$ cat src/sv/integer_alu_with_rotate_defines.svh
// Assertion macros for the integer ALU with rotate.
// Included by integer_alu_with_rotate.sv, which checks its own logic; no dependencies.
`ifndef INTEGER_ALU_WITH_ROTATE_DEFINES_SVH
`define INTEGER_ALU_WITH_ROTATE_DEFINES_SVH
`ifndef ASSERT_OFF
`define IALU_ASSERT(lbl, prop, msg) \
  lbl: assert property (@(posedge clk_i) disable iff (!rst_ni) prop) else $error(msg);
`define IALU_ASSERT_IF(lbl, cond, prop, msg) \
  lbl: assert property (@(posedge clk_i) disable iff (!rst_ni) (cond) |-> prop) else $error(msg);
`else
`define IALU_ASSERT(lbl, prop, msg)
`define IALU_ASSERT_IF(lbl, cond, prop, msg)
`endif
`endif

$ cat src/sv/ialu_pkg.sv
// Shared types and constants of the integer ALU with rotate.
// No dependencies.
package ialu_pkg;

  typedef enum logic [4:0] {
    CMD_ADD  = 5'd0,
    CMD_SUB  = 5'd1,
    CMD_MUL  = 5'd2,
    CMD_DIV  = 5'd3,
    CMD_MOD  = 5'd4,
    CMD_AND  = 5'd5,
    CMD_OR   = 5'd6,
    CMD_XOR  = 5'd7,
    CMD_SHL  = 5'd8,
    CMD_SHR  = 5'd9,
    CMD_ROTL = 5'd10,
    CMD_ROTR = 5'd11,
    CMD_LT   = 5'd12,
    CMD_GT   = 5'd13,
    CMD_LTE  = 5'd14,
    CMD_GTE  = 5'd15,
    CMD_EQ   = 5'd16,
    CMD_NEQ  = 5'd17,
    CMD_NOT  = 5'd18
  } cmd_e;

  localparam int unsigned XLEN = 64;
  localparam int unsigned NARROW_WIDTH = 32;
  localparam int unsigned DIV_STAGES = XLEN;
  localparam int unsigned LATENCY = DIV_STAGES + 4;

  typedef struct packed {
    logic             valid;
    logic [4:0]       cmd;
    logic             narrow;
    logic [XLEN-1:0]  side;
    logic             neg_q;
    logic             neg_r;
    logic             err;
    logic [XLEN-1:0]  rem;
    logic [XLEN-1:0]  quo;
    logic [XLEN-1:0]  dvs;
  } stage_t;

  function automatic logic [XLEN-1:0] sext_word(logic [XLEN-1:0] x, logic [6:0] sh);
    logic [XLEN-1:0] t;
    t = x << sh;
    return XLEN'($signed(t) >>> sh);
  endfunction

endpackage

$ cat src/sv/ialu_div_stage.sv
// One restoring-division step: one quotient bit per register stage.
// Depends on ialu_pkg.
module ialu_div_stage (
  input  logic               clk_i,
  input  logic               rst_ni,
  input  ialu_pkg::stage_t   stage_i,
  output ialu_pkg::stage_t   stage_o
);

  ialu_pkg::stage_t stage_d, stage_q;
  logic [ialu_pkg::XLEN-1:0] trial;
  logic                      ge;

  assign trial = {stage_i.rem[ialu_pkg::XLEN-2:0], stage_i.quo[ialu_pkg::XLEN-1]};
  assign ge    = trial >= stage_i.dvs;

  always_comb begin
    stage_d     = stage_i;
    stage_d.rem = ge ? trial - stage_i.dvs : trial;
    stage_d.quo = {stage_i.quo[ialu_pkg::XLEN-2:0], ge};
  end

  always_ff @(posedge clk_i or negedge rst_ni) begin
    if (!rst_ni) begin
      stage_q.valid <= 1'b0;
    end else begin
      stage_q <= stage_d;
    end
  end

  assign stage_o = stage_q;

endmodule

$ cat config.mk
export PLATFORM = sky130hd
export DESIGN_NAME = ialu_div_stage
export DESIGN_NICKNAME = d
export VERILOG_FILES = /design/src/sv/integer_alu_with_rotate_defines.svh /design/src/sv/ialu_pkg.sv /design/src/sv/ialu_div_stage.sv
export SDC_FILE = /design/constraint.sdc
export NUM_CORES = 1
export LEC_CHECK = 0
export ABC_AREA = 0
export BUFFER_PORTS_ARGS = -buffer_cell sky130_fd_sc_hd__buf_2
export CAP_MARGIN = 20
export CELL_PAD_IN_SITES_DETAIL_PLACEMENT = 0
export CELL_PAD_IN_SITES_GLOBAL_PLACEMENT = 1
export CORE_AREA = 2 2 205 207
export DETAILED_ROUTE_END_ITERATION = 8
export DIE_AREA = 0 0 207 209
export PLACE_DENSITY_LB_ADDON = 0.1
export SLEW_MARGIN = 20
export SYNTH_ARGS = -nofsm -noshare
export SYNTH_HDL_FRONTEND = slang
export SYNTH_SLANG_ARGS = --single-unit
$ cat constraint.sdc
create_clock -name clk_i -period 0.8 [get_ports clk_i]
set_input_delay 0.12 -clock clk_i [delete_from_list [all_inputs] [get_ports clk_i]]
set_output_delay 0.12 -clock clk_i [all_outputs]
set_load 0.03 [all_outputs]
After elaboration in Yosys (flattened, before gate mapping)
Cells that the tools add are included.

Word-level logic and storage cells: 13. Flip-flop bits (word level): 266. Input bits: 268.

$add $sub $neg: 1. Magnitude comparators: 1. Multiplexer cells: 1.

Operators with widths (number): $ge A64 B64 Y1 (1); $mux W64 (1); $sub A64 B64 Y64 (1).

Longest topological paths before layout
Gate-level depths: netlist (run 1).

Word-level depth: 2. Gate-level depth with buffers: 14. Depth with buffers taken out: 13.

Least setup slack after synthesis (run 1)
OpenSTA, ideal clock, no wires.

Kind: input to register. Start: in stage_i[127] (netlist name). End: reg stage_q (netlist bit stage_o[184]), data pin. Data required time: 626 ps. Arrival: 2853 ps. Slack: -2227 ps. Cell stages on the path: 13. Library setup time: 174 ps. Cells stage by stage: inv_1 -> ha_1 -> fa_1 -> nand2b_1 -> a21oi_1 -> o2111ai_1 -> o21ai_1 -> a21oi_1 -> o31ai_1 -> a41oi_1 -> a21boi_1 -> mux2_2 -> a311oi_1.

RTL lines: start: declaration (RTL line ialu_div_stage.sv:6) `input ialu_pkg::stage_t stage_i,`; end signal: assignment (RTL line ialu_div_stage.sv:27) `stage_q <= stage_d;`; end: declaration (RTL line ialu_div_stage.sv:10) `ialu_pkg::stage_t stage_d, stage_q;`.

==> flow_summary_export.csv, run 1 <==
group,metric,value,unit
run_status,status,"finished, violations left",
run_status,failing_checks,"negative hold slack, negative setup slack",
timing,tcrit_tclk_final,302.1,%
pwr,power_frac_comb,35.2,%
worst_setup_path,worstSetupPathType,"in2reg",
pwr,cellInternalPower,32650,uW
global_routing,grt_overflow_total,0,
logic_synthesis,ys_ff_latch,266,
logic_synthesis,synth_enable_flop_cells,265,
timing,setup_repair_after_global_routing_missed_its_margin,"true",
place,gpl.final_weighted_congestion,0.8720,
place,place_area,18880,um^2
route,avg_wl_per_cell,20.54,um
final_layout,largest_register_ffs,266,
pwr,vdd_ir_drop_max,1.675,mV
place,dp_hpwl,41.35,mm
worst_setup_path,timing.critical_path.fanout_max,3,
logic_synthesis,area_fraction_in_compound_gates_after_synthesis,13.07,%
worst_hold_path,hold-path-cell-count,3,
timing,post-route-worst-setup-slack,-1.617,ns
final_layout,fin_area,26220,um^2
final_layout,layout.core_utilization,63.50,%
timing,report.final.setup_viol,354,
global_routing,grt_pass1_wl,82.91,mm
logic_synthesis,synth_mux_area_share,0.6069,%
global_routing,gr-usage-met3,5.681,%
die,floorplan.die.width,207,um
logic_synthesis,synth_xor_xnor_area_share,3.837,%
logic_synthesis,yosys_warning_total,0,
die,die_area,43260,um^2
pwr,p_sw_share,31.68,%
worst_setup_path,cp_slowest_cell,"sky130_fd_sc_hd__fa_2",
timing,report.final.hold_viol_count,1,
worst_hold_path,hold_end,"stage_o[180]$_DFFE_PP_",
global_routing,grtUsageMet2,43.98,%
worst_setup_path,timing.critical_path.from_type,"input port",
timing,finalWorstPathRequiredPeriod,2.417,ns
route,routed_wirelength,57.32,mm
place,detailedPlace.worstSlack,-2.453,ns
logic_synthesis,ys_async_sr_fraction,0.3759,%
die,initial_utilization,30.96,%
route,drt_first_pass_iters,5,
worst_setup_path,critical_path_data_required_time,1.14,ns
global_routing,groute.usage.overall,24.97,%
timing,worstMarginPinSlew,0.7789,ns
pwr,power_per_unit_of_standard_cell_area,1823,nW/um^2
final_layout,finalNetCount,2554,
logic_synthesis,postSynthCellCount,1069,
worst_setup_path,critical_path_arrival,2.75,ns
worst_setup_path,cell_by_cell_listing_of_the_critical_path,"buf_8 > inv_8 > ha_4 > fa_2 > nand2b_4 > a21oi_4 > o2111ai_4 > o21ai_4 > a21oi_4 > o31ai_4 > a41oi_2 > buf_4 > a21oi_4 > xor2_1 > mux2_4",
cts,cts.clk_slew.worst_paths,0.06,ns
logic_synthesis,mappedNetlistArea,12780,um^2
worst_setup_path,most_repeated_library_cell_on_the_critical_path,"sky130_fd_sc_hd__a21oi_4",
pwr,seqPwrFrac,36.9,%
cts,tritoncts.num_buffers,31,
timing,fmax,413.8,MHz
timing,timing.hold.ws,-0.03992,ns
timing,relSlewSlack,47.53,%
die,core_area,41290,um^2
logic_synthesis,synth_sequential_area_ratio,62.45,%
final_layout,fill_cells,3253,
global_routing,globalRoute.busiestLayer,"met2",
logic_synthesis,yosys.area_share.adder,6.421,%
route,via_per_inst,4.737,
logic_synthesis,synth_top_family_by_area,"compound AO/OA/AOI/OAI gates",
cts,cts_buffer_depth,3,
global_routing,number_of_antenna_violations_at_the_first_check_in_global_routing,10,
logic_synthesis,fraction_of_the_mapped_netlist_area_in_simple_logic_gates,9.975,%
cts,htreeDepth,1,
worst_setup_path,cp-end-kind,"register",
final_layout,layout-drive-gt1-share,53.14,%
worst_hold_path,worst_hold_path_type,"in2reg",
pwr,power.static_leakage,0.01123,uW
route,num_vias,13220,
global_routing,grt_pass1_vias,13800,
die,io-pin-count,534,
cts,cts_tree,"done",
die,row_count,75,
pwr,p_sw,15140,uW
cts,clock_sink_count,266,
logic_synthesis,synth_area_per_cell,11.96,um^2
logic_synthesis,synth_ff_type,"sky130_fd_sc_hd__edfxtp_1",
logic_synthesis,synth_nets,1402,
timing,finalMaxSlewViolations,0,
pwr,fin_total_pwr,47790,uW
job,maxCapViolCount,0,
die,chipHeight,209,um
final_layout,area_delta_synth_final,105.1,%
route,drtIter0Drc,792,
place,place.port_buffers,532,
cts,cts_root_buffer_type,"sky130_fd_sc_hd__clkbuf_16",
pwr,share_clk_of_total_power,27.9,%
route,number_of_nets_with_antenna_violations_after_routing,0,
route,drcViolationCount,0,
global_routing,grt.met1_usage,29.73,%
worst_hold_path,holdCritStartpoint,"stage_i[179]",
logic_synthesis,synth_cell_type_count,60,
global_routing,grt_max_degree,31,
worst_setup_path,crit_path_max_incr_delay,0.34,ns
==> final cells by class <==
cell class | count | area (um^2) | area share (%)
Multi-Input combinational cell | 683 | 5962 | 22.74
Clock buffer | 37 | 798.3 | 3.045
Clock inverter | 20 | 135.1 | 0.5154
Sequential cell | 266 | 7983 | 30.45
Inverter | 78 | 345.3 | 1.317
Tap cell | 539 | 674.4 | 2.572
Antenna cell | 7 | 17.52 | 0.06681
Timing Repair Buffer | 1161 | 10300 | 39.30
==> per-layer routing <==
layer	part of all wire [%]	vias to the layer above
met5	0.12	-
met4	3.8	10
met3	5.9	115
met2	50	420
met1	40	6394
li1	-	6283
==> worst max-delay path, delay by kind of cell <==
family / cells / cell delay, ns
and+or+nand+nor: 1 / 0.17
AOI/OAI and AO/OA: 7 / 1.31
muxes: 1 / 0.25
xor gates and xnor gates: 1 / 0.10
buffers and inverters: 3 / 0.31
adders and majority gates: 2 / 0.49
==> logic make-up (layout without fill, tap and decap cells) <==
| logic type | Yosys count | in the layout |
|---|---|---|
| adder cells (fa/ha/maj) | 65 | 65 |
| multiplexers | 7 | 7 |
| AO/OA/AOI/OAI | 282 | 282 |
| XOR/XNOR | 56 | 56 |
| AND/OR/NAND/NOR | 273 | 273 |
| other | 0 | 7 |
| flip-flops | 266 | 266 |
| buffers and inverters | 120 | 1296 |
==> power groups by stage <==
| stage | logic (uW) | registers (uW) | clock network (uW) |
|---|---|---|---|
| 6_report | 16800 | 17600 | 13300 |
| 2_1_floorplan | 3770 | 20300 | 0 |
| 3_3_place_gp | 11900 | 17500 | 0 |
| 5_1_grt | 17800 | 17700 | 14200 |
| 4_1_cts | 16000 | 17600 | 13600 |
| 3_5_place_dp | 11900 | 17500 | 0 |
==> layout by cell type (no fill, tap or decap), types with 27 or more instances in the layout <==
cell type / count
sky130_fd_sc_hd__nor2_1: 53
sky130_fd_sc_hd__ha_4: 42
sky130_fd_sc_hd__o21ai_2: 40
sky130_fd_sc_hd__buf_6: 297
sky130_fd_sc_hd__a21oi_1: 48
sky130_fd_sc_hd__inv_1: 58
sky130_fd_sc_hd__xnor2_1: 27
sky130_fd_sc_hd__dlygate4sd3_1: 263
sky130_fd_sc_hd__buf_2: 243
sky130_fd_sc_hd__o21ai_0: 37
sky130_fd_sc_hd__nand2_1: 67
sky130_fd_sc_hd__edfxtp_1: 265
sky130_fd_sc_hd__buf_4: 323
sky130_fd_sc_hd__clkbuf_16: 33
==> stage by stage <==
stage | hold slack (ns) | setup TNS [ns] | cells
floorplan | -0.1756 | -111.75 | 1069
global placement | 0.2342 | -165.48 | 2414
detailed placement | 0.2439 | -168.34 | 2414
CTS | -0.07353 | -273.59 | 2772
global route | -0.05582 | -232.49 | 2788
finish | -0.03992 | -218.35 | 2791
==> timing repair <==
| item | CTS | global route |
|---|---|---|
| setup buffers | 31 | 15 |
| resized for setup | 745 | 142 |
| endpoints found under the hold margin | 281 | 4 |
| hold buffers | 264 | 1 |
| cloned | 7 | 3 |
| pin swaps | 62 | 69 |
| endpoints found under the setup margin | 331 | 514 |
==> synthesized netlist by cell type (15+ instances only) <==
master | count | area, um^2
sky130_fd_sc_hd__nand3_1 | 19 | 95.09
sky130_fd_sc_hd__nand2_1 | 115 | 431.7
sky130_fd_sc_hd__nand4_1 | 20 | 125.1
sky130_fd_sc_hd__xor2_1 | 25 | 219.0
sky130_fd_sc_hd__nor2_1 | 58 | 217.7
sky130_fd_sc_hd__ha_1 | 64 | 800.8
sky130_fd_sc_hd__xnor2_1 | 31 | 271.5
sky130_fd_sc_hd__inv_1 | 77 | 289.0
sky130_fd_sc_hd__edfxtp_1 | 265 | 7958
sky130_fd_sc_hd__a21oi_1 | 80 | 400.4
sky130_fd_sc_hd__a21o_1 | 15 | 112.6
sky130_fd_sc_hd__o21ai_0 | 103 | 515.5
sky130_fd_sc_hd__clkbuf_1 | 35 | 131.4
==> worst max path at each step <==
stage	from	endpoint	slack [ns]
final	stage_i[127]	stage_o[188]$_DFFE_PP_	-1.62
after global routing	stage_i[127]	stage_o[188]$_DFFE_PP_	-1.67
after CTS	stage_i[127]	stage_o[184]$_DFFE_PP_	-1.54
after detailed placement	stage_i[6]	stage_o[179]$_DFFE_PP_	-2.45
after global placement	stage_i[6]	stage_o[179]$_DFFE_PP_	-2.45
after floorplan	stage_i[148]	stage_o[179]$_DFFE_PP_	-1.90
No activity file was read; power rests on OpenSTA's default activity.
==> run 2: changes to the inputs <==
Settings changed: PLACE_DENSITY set to 0.8, PLACE_DENSITY_LB_ADDON 0.1 to unset.
==> run 2 against run 1 <==
The flow still finishes with violations (negative hold slack, negative setup slack). Sequential cell count did not move. Routed wire length grew 11%. Sequential power is essentially flat. Global-route usage grew 3.0 points. Critical path type unchanged. Largest cell class unchanged. Fmax increased by 2.5%. Critical endpoint is now stage_o[186]$_DFFE_PP_. Utilization up 1.4 points.
==> flow_summary_export.csv, run 2 (synthesized netlist as in run 1, its figures left out) <==
group,metric,value,unit
global_routing,groute.usage.overall,27.96,%
die,floorplan.die.width,207,um
timing,timing.hold.ws,-0.01540,ns
worst_setup_path,crit_start,"stage_i[127]",
global_routing,grt_pass1_wl,91.90,mm
cts,cts_root_buffer_type,"sky130_fd_sc_hd__clkbuf_16",
worst_setup_path,critical_path_data_required_time,1.13,ns
die,io-pin-count,534,
final_layout,mostFrequentLayoutCells,"sky130_fd_sc_hd__buf_6, sky130_fd_sc_hd__buf_4, sky130_fd_sc_hd__edfxtp_1",
worst_hold_path,worst_hold_path_type,"in2reg",
place,gpl.final_weighted_congestion,0.8809,
timing,finalMaxSlewViolations,0,
timing,relSlewSlack,63.20,%
timing,report.final.setup_viol,331,
final_layout,largest_register_ffs,266,
die,initial_utilization,30.96,%
timing,finalWorstPathRequiredPeriod,2.358,ns
cts,clock_sink_count,266,
route,avg_wl_per_cell,22.80,um
pwr,power_per_unit_of_standard_cell_area,1841,nW/um^2
route,number_of_nets_with_antenna_violations_after_routing,0,
place,dp_hpwl,43.75,mm
run_status,status,"finished, violations left",
route,num_vias,13900,
cts,cts_tree,"done",
timing,setup_repair_after_global_routing_missed_its_margin,"true",
worst_setup_path,timing.critical_path.from_type,"input port",
route,drt_first_pass_iters,5,
cts,tritoncts.num_buffers,30,
worst_setup_path,timing.critical_path.fanout_max,3,
pwr,vdd_ir_drop_max,1.783,mV
route,via_per_inst,4.979,
job,maxCapViolCount,0,
worst_setup_path,worstSetupPathType,"in2reg",
final_layout,area_delta_synth_final,109.6,%
route,routed_wirelength,63.64,mm
worst_setup_path,cp-end-kind,"register",
timing,report.final.hold_viol_count,3,
global_routing,number_of_antenna_violations_at_the_first_check_in_global_routing,11,
timing,fin_setup_tns,-211.40,ns
global_routing,grt_max_degree,24,
worst_setup_path,critical_path_arrival,2.68,ns
route,drtIter0Drc,762,
cts,cts_buffer_depth,3,
final_layout,fill_cells,2973,
cts,cts.clk_slew.worst_paths,0.06,ns
timing,fmax,424.0,MHz
route,drcViolationCount,0,
cts,cts_hold_repair.buffers,264,
run_status,failing_checks,"negative hold slack, negative setup slack",
global_routing,grt_pass1_vias,14700,
timing,worstMarginPinSlew,0.5444,ns
die,core_area,41290,um^2
die,die_area,43260,um^2
final_layout,layout_commonest_cell,"sky130_fd_sc_hd__buf_6",
die,row_count,75,
die,chipHeight,209,um
place,place.port_buffers,532,
final_layout,finalNetCount,2556,
final_layout,layout-drive-gt1-share,56.12,%
timing,tcrit_tclk_final,294.8,%
worst_setup_path,setup.worst_path.end,"stage_o[186]$_DFFE_PP_",
cts,htreeDepth,1,
global_routing,grt_overflow_total,0,
pwr,power.static_leakage,0.01141,uW
timing,post-route-worst-setup-slack,-1.558,ns
run 2: cell types whose count changed in the layout (fill, tap and decap cells not counted), moves of 6 or more:
| cell | before | now |
|---|---|---|
| sky130_fd_sc_hd__buf_2 | 243 | 229 |
| sky130_fd_sc_hd__buf_4 | 323 | 316 |
| sky130_fd_sc_hd__buf_6 | 297 | 324 |
| sky130_fd_sc_hd__clkinv_1 | 8 | 2 |
| sky130_fd_sc_hd__ha_4 | 42 | 50 |
| sky130_fd_sc_hd__inv_1 | 58 | 43 |
| sky130_fd_sc_hd__inv_2 | 8 | 22 |
| sky130_fd_sc_hd__nand2_1 | 67 | 61 |
| sky130_fd_sc_hd__nand2_4 | 25 | 33 |
| sky130_fd_sc_hd__o21ai_2 | 40 | 49 |
run 2: metrics by stage:
step | utilization, % | setup WS (ns) | cell area (um^2) | cells | power [uW]
global route | 64.88 | -1.632 | 26790 | 2789 | 51010
CTS | 63.46 | -1.490 | 26200 | 2786 | 48400
finish | 64.90 | -1.558 | 26800 | 2792 | 49330
detailed placement | 45.84 | -2.348 | 18930 | 2420 | 29620
global placement | 45.84 | -2.325 | 18930 | 2420 | 29530
floorplan | - | -1.898 | 13370 | 1069 | 24040
run 2: worst min-delay path by stage:
stage	from	to	slack [ns]	cells after the start
final	rst_ni	stage_o[7]$_DFFE_PP_	-0.02	2
after detailed placement	stage_i[265]	stage_o[265]$_DFF_PN0_	0.23	1
after global placement	stage_i[265]	stage_o[265]$_DFF_PN0_	0.24	1
after floorplan	rst_ni	stage_o[265]$_DFF_PN0_	-0.18	0
after global routing	rst_ni	stage_o[7]$_DFFE_PP_	-0.02	2
after CTS	stage_i[187]	stage_o[188]$_DFFE_PP_	-0.03	3
run 2: timing repair:
action | 4_1_cts | 5_1_grt
gates resized for setup | 873 | 141
endpoints found under the hold margin | 289 | 1
buffers inserted | 41 | 6
gates cloned | 6 | 2
pin swaps | 118 | 76
setup endpoints to repair | 331 | 403
run 2: layout make-up:
| cell class | instances | area (um^2) | area share, % |
|---|---|---|---|
| antenna | 6 | 15.01 | 0.05603 |
| clock buffer | 42 | 847.1 | 3.161 |
| clock inverter | 14 | 137.6 | 0.5136 |
| inverter | 78 | 347.8 | 1.298 |
| multi-input combinational | 683 | 6375 | 23.79 |
| sequential | 266 | 7983 | 29.79 |
| tap | 539 | 674.4 | 2.517 |
| timing repair buffer | 1164 | 10420 | 38.88 |
run 2: where the power goes:
group	total (uW)	switching (uW)	leakage [uW]	internal, uW
sequential	17700	729	0.00260	17000
combinational	17600	9090	0.00834	8560
clock	14000	5960	0.000466	8030
total	49300	15800	0.0114	33500
run 2: worst max-delay path, cell delays in order:
cell and delay [ns]:
sky130_fd_sc_hd__buf_8 0.09, sky130_fd_sc_hd__inv_8 0.03, sky130_fd_sc_hd__ha_4 0.15, sky130_fd_sc_hd__fa_2 0.40, sky130_fd_sc_hd__nand2b_4 0.16, sky130_fd_sc_hd__a21oi_4 0.18, sky130_fd_sc_hd__o2111ai_4 0.17, sky130_fd_sc_hd__buf_6 0.16
sky130_fd_sc_hd__o221ai_4 0.20, sky130_fd_sc_hd__a31oi_4 0.15, sky130_fd_sc_hd__o21ai_4 0.23, sky130_fd_sc_hd__a21oi_4 0.12, sky130_fd_sc_hd__buf_6 0.16, sky130_fd_sc_hd__a21oi_4 0.11, sky130_fd_sc_hd__xnor2_1 0.15, sky130_fd_sc_hd__o21ai_1 0.09
run 2: per-layer routing:
layer,part of all wire [%],GRT usage [%]
met2,52,51.64
met4,4.5,10.64
met1,37,31.60
met3,6.1,5.711
met5,0.14,0
